## src/hdl/byte_ring_fifo_top_defines.svh

```systemverilog
// Assertion macros for the byte ring FIFO.
`ifndef BYTE_RING_FIFO_TOP_DEFINES_SVH
`define BYTE_RING_FIFO_TOP_DEFINES_SVH

`ifndef SYNTHESIS
`define BRF_ASSERT(lbl, prop, msg) \
	lbl: assert property (@(posedge clk) disable iff (!arst_n) prop) else $error(msg);
`define BRF_ASSERT_NEXT(lbl, ante, cons, msg) \
	lbl: assert property (@(posedge clk) disable iff (!arst_n) (ante) |=> (cons)) else $error(msg);
`else
`define BRF_ASSERT(lbl, prop, msg)
`define BRF_ASSERT_NEXT(lbl, ante, cons, msg)
`endif

`endif

```

## src/hdl/brf_pkg.sv

```systemverilog
package brf_pkg;

	localparam int DEPTH_DEFAULT = 1024;
	localparam int CFG_W         = 11;
	localparam int SIZE_RESET    = 1024;

	localparam logic [1:0] KIND_WRITE      = 2'd0;
	localparam logic [1:0] KIND_READ       = 2'd1;
	localparam logic [1:0] KIND_BURST_HDR  = 2'd2;
	localparam logic [1:0] KIND_BURST_BYTE = 2'd3;

	typedef struct packed {
		logic [1:0]  kind;
		logic [7:0]  data;
		logic [15:0] burst_length;
	} in_item_t;

	typedef struct packed {
		logic        ok;
		logic [7:0]  read_data;
		logic [9:0]  occupancy;
		logic [9:0]  free_space;
		logic        is_empty;
		logic        is_full;
		logic [31:0] failure_count;
	} out_item_t;

	typedef struct packed {
		logic exec;
		logic load;
		logic cfg_wr;
	} brf_cmd_t;

endpackage

```

## src/hdl/brf_ctrl.sv

```systemverilog
module brf_ctrl
	import brf_pkg::*;
(
	input  logic     clk,
	input  logic     arst_n,
	input  logic     in_valid,
	output logic     in_stall,
	output logic     out_valid,
	input  logic     out_stall,
	input  logic     cfg_valid,
	output logic     cfg_ready,
	output brf_cmd_t cmd
);

	typedef enum logic {
		S_IDLE,
		S_DONE
	} state_t;

	state_t state_q;
	logic   out_valid_q;

	assign cfg_ready  = (state_q == S_IDLE);
	assign in_stall   = (state_q != S_IDLE) || cfg_valid;
	assign out_valid  = out_valid_q;

	assign cmd.cfg_wr = cfg_valid && cfg_ready;
	assign cmd.exec   = in_valid && !in_stall;
	assign cmd.load   = (state_q == S_DONE) && (!out_valid_q || !out_stall);

	always_ff @(posedge clk or negedge arst_n) begin
		if (!arst_n) begin
			state_q     <= S_IDLE;
			out_valid_q <= 1'b0;
		end else begin
			out_valid_q <= cmd.load || (out_valid_q && out_stall);
			unique case (state_q)
				S_IDLE: begin
					if (cmd.exec) begin
						state_q <= S_DONE;
					end
				end
				S_DONE: begin
					if (cmd.load) begin
						state_q <= S_IDLE;
					end
				end
				default: state_q <= S_IDLE;
			endcase
		end
	end

endmodule

```

## config.mk

```make
export PLATFORM = sky130hd
export DESIGN_NAME = brf_ctrl
export DESIGN_NICKNAME = d
export VERILOG_FILES = /design/src/hdl/byte_ring_fifo_top_defines.svh /design/src/hdl/brf_pkg.sv /design/src/hdl/brf_ctrl.sv
export SDC_FILE = /design/constraint.sdc
export NUM_CORES = 1
export LEC_CHECK = 0
export ABC_CLOCK_PERIOD_IN_PS = 800
export BUFFER_PORTS_ARGS = -buffer_cell sky130_fd_sc_hd__buf_2
export CORE_AREA = 5 5 42 44
export CTS_BUF_LIST = sky130_fd_sc_hd__clkbuf_4
export CTS_CLUSTER_DIAMETER = 150
export DETAILED_ROUTE_END_ITERATION = 8
export DIE_AREA = 0 0 47 49
export MAX_ROUTING_LAYER = met4
export PLACE_DENSITY = 0.35
export SYNTH_ARGS = -nofsm -noshare
export SYNTH_HDL_FRONTEND = slang
export SYNTH_SLANG_ARGS = --single-unit
```

## constraint.sdc

```tcl
create_clock -name clk -period 0.8 [get_ports clk]
set_input_delay 0.16 -clock clk [delete_from_list [all_inputs] [get_ports clk]]
set_output_delay 0.16 -clock clk [all_outputs]
set_load 0.03 [all_outputs]
```

==> results.toml <==
[floorplanning]
die_h_um = 49
row_count = 14
core_region_area_um2 = 1400
die_area_um2 = 2300
ios = 11
die-width_um = 47
start_util_pct = 7.23

[routing]
drtIter0Drc = 2
dr.pass1.iters = 2
drc = 0
postRouteAntennaNets = 0
num_vias = 140
vias_per_cell = 3.33
routed_wl_um = 393
wire_per_inst_um = 9.36

[clock_network]
clk_pin_slew_ps = 30
numCtsBuffers = 3
clock_path_buffers = 2
insertion_delay_ps = 220
cts_tree = "built"
htreeDepth = 1
root_buffer = "clkbuf_4"
cts_sinks = 2

[logic_synthesis]
ys_warn_count = 0
ys_ff_latch = 2
synthCells = 10
ys_types = 8
synthesis.nets = 15
synth_area_um2 = 101
syn_area_per_cell_um2 = 10.1
yosysSeqAreaShare_pct = 49.4

[placement]
dp_cells = 36
place_area_um2 = 189
place_congestion = 0.685
place_ws_ps = -199
place_hpwl_um = 308
port_buffers = 10

[grt]
grt_usage_pct = 4.84
grt_pass1_wl_um = 648
globalRouteMet2Util_pct = 4.75
met1_usage_pct = 4.62
grt_max_degree = 5
grt_pass1_vias = 157
gr-max-usage-layer = "met3"
use_met3_pct = 5.90
antenna_found_initial = 0
grt-ovfl-total = 0

[critical_path]
worstSetupPathType = "reg -> out"
cp_max_fo = 4
setup.worst_path.start_class = "flip-flop"
worst_ep_arrival_time_ps = 1030
cp-end-kind = "primary output"
worstPathRequired_ps = 640

[pwr]
power_density_nw_per_um2 = 1970
vdd_drop_max_mv = 0.513
combPwrFrac_pct = 35.4
p_leak_uw = 0.000129
intPower_uw = 373
switching_share_pct = 31.5
p_sw_uw = 172
sequentialPowerShare_pct = 25.0
p_clk_share_pct = 39.5

[layout]
drive_above_1_share_pct = 80.8
layoutNonFillerInstCount = 42
diodes = 0
fin_nets = 33
area_delta_synth_final_pct = 173
final_cell_area_um2 = 277
final_cell_mix = "buf_6 (6), buf_2 (4), clkbuf_4 (3)"
final_common_cell = "buf_6"
final_util_pct = 19.7

[sta]
fmax_mhz = 838
post-route-min-period_ps = 1190
period_share_pct = 149
setup_slack_ps = -394
worst_pin_slew_ps = 172
fin_setup_tns_ps = -2050
relSlewSlack_pct = 88.5
skew_ps = 2.88
setup_viol = 8
hold_viol_final = 0
rsz0062_at_grt = "yes"
maxSlewViolCount = 0

[hold_path]
hp-class = "in -> reg"

[run_status]
violations = "setup timing"
outcome = "finished, violations left"

[flow_run]
max_cap_viol_count = 0
-- power groups by stage --
stage / sequential, uW / combinational, uW / clock [uW]
final: 136 / 193 / 215
after CTS: 134 / 190 / 230
after global placement: 130 / 139 / 0
after floorplan: 143 / 79.7 / 0
after detailed placement: 132 / 141 / 0
after global routing: 138 / 206 / 244
-- critical path, cell delays in order (launching register included) --
cell	delay, ps
dfrtp_2	430
nor3b_4	230
buf_6	160
-- synth_stat cells (all sizes together) --
cell type,number,area [um2]
and2b,1,8.76
or2,1,6.26
dfrtp,2,50.1
o21bai,1,7.51
a21oi,1,5.00
nand2,2,7.51
inv,1,3.75
nor3b,1,12.5
-- logic make-up (layout without fill, tap and decap cells) --
kind of cell / Yosys count / count (layout) / share of synthesized area (%)
and+or+nand+nor: 5 / 5 / 34.6
AOI/OAI and AO/OA: 2 / 2 / 12.3
DFF: 2 / 2 / 49.4
buffers and inverters: 1 / 17 / 3.70
-- worst paths after layout --
path	from	endpoint	slack [ps]	cells past startpoint
max in group asynchronous	arst_n	out_valid	430	2
setup / recovery	state_q	cmd[2]	-390	2
hold / removal	out_stall	out_valid	230	3
min in group asynchronous	arst_n	state_q	260	2
hold reg to reg	out_valid	out_valid	580	2
setup reg to reg	state_q	state_q	-160	3
-- per-stage QoR --
stage          hold slack, ps  power (uW)
6_report                  226         545
5_1_grt                   233         588
4_1_cts                   222         555
3_5_place_dp            -50.8         272
3_3_place_gp            -54.0         269
2_1_floorplan            -136         223
-- timing repair --
item	in CTS	in global routing
hold buffers	1	0
endpoints found under the setup margin	7	8
pin swaps	2	2
hold endpoints to repair	2	0
resized for setup	14	1
setup buffers	1	1
-- layer usage --
metal  vias up  part of all wire (%)
met5         -                     0
met4         0                     0
met3         0                    24
met2        11                    31
met1        63                    45
li1         66                     -
-- state kept, by name (all words and copies together), names as in the netlist --
signal / cells
out_valid: 1
state_q: 1
-- area by class of cell --
cell class | instances | area [um2]
Sequential cell | 2 | 52.6
Fill cell | 166 | 1120
Clock buffer | 3 | 22.5
Tap cell | 16 | 20.0
Multi-Input combinational cell | 7 | 65.1
Timing Repair Buffer | 13 | 113
Inverter | 1 | 3.75
(Power assumes the default switching activity.)
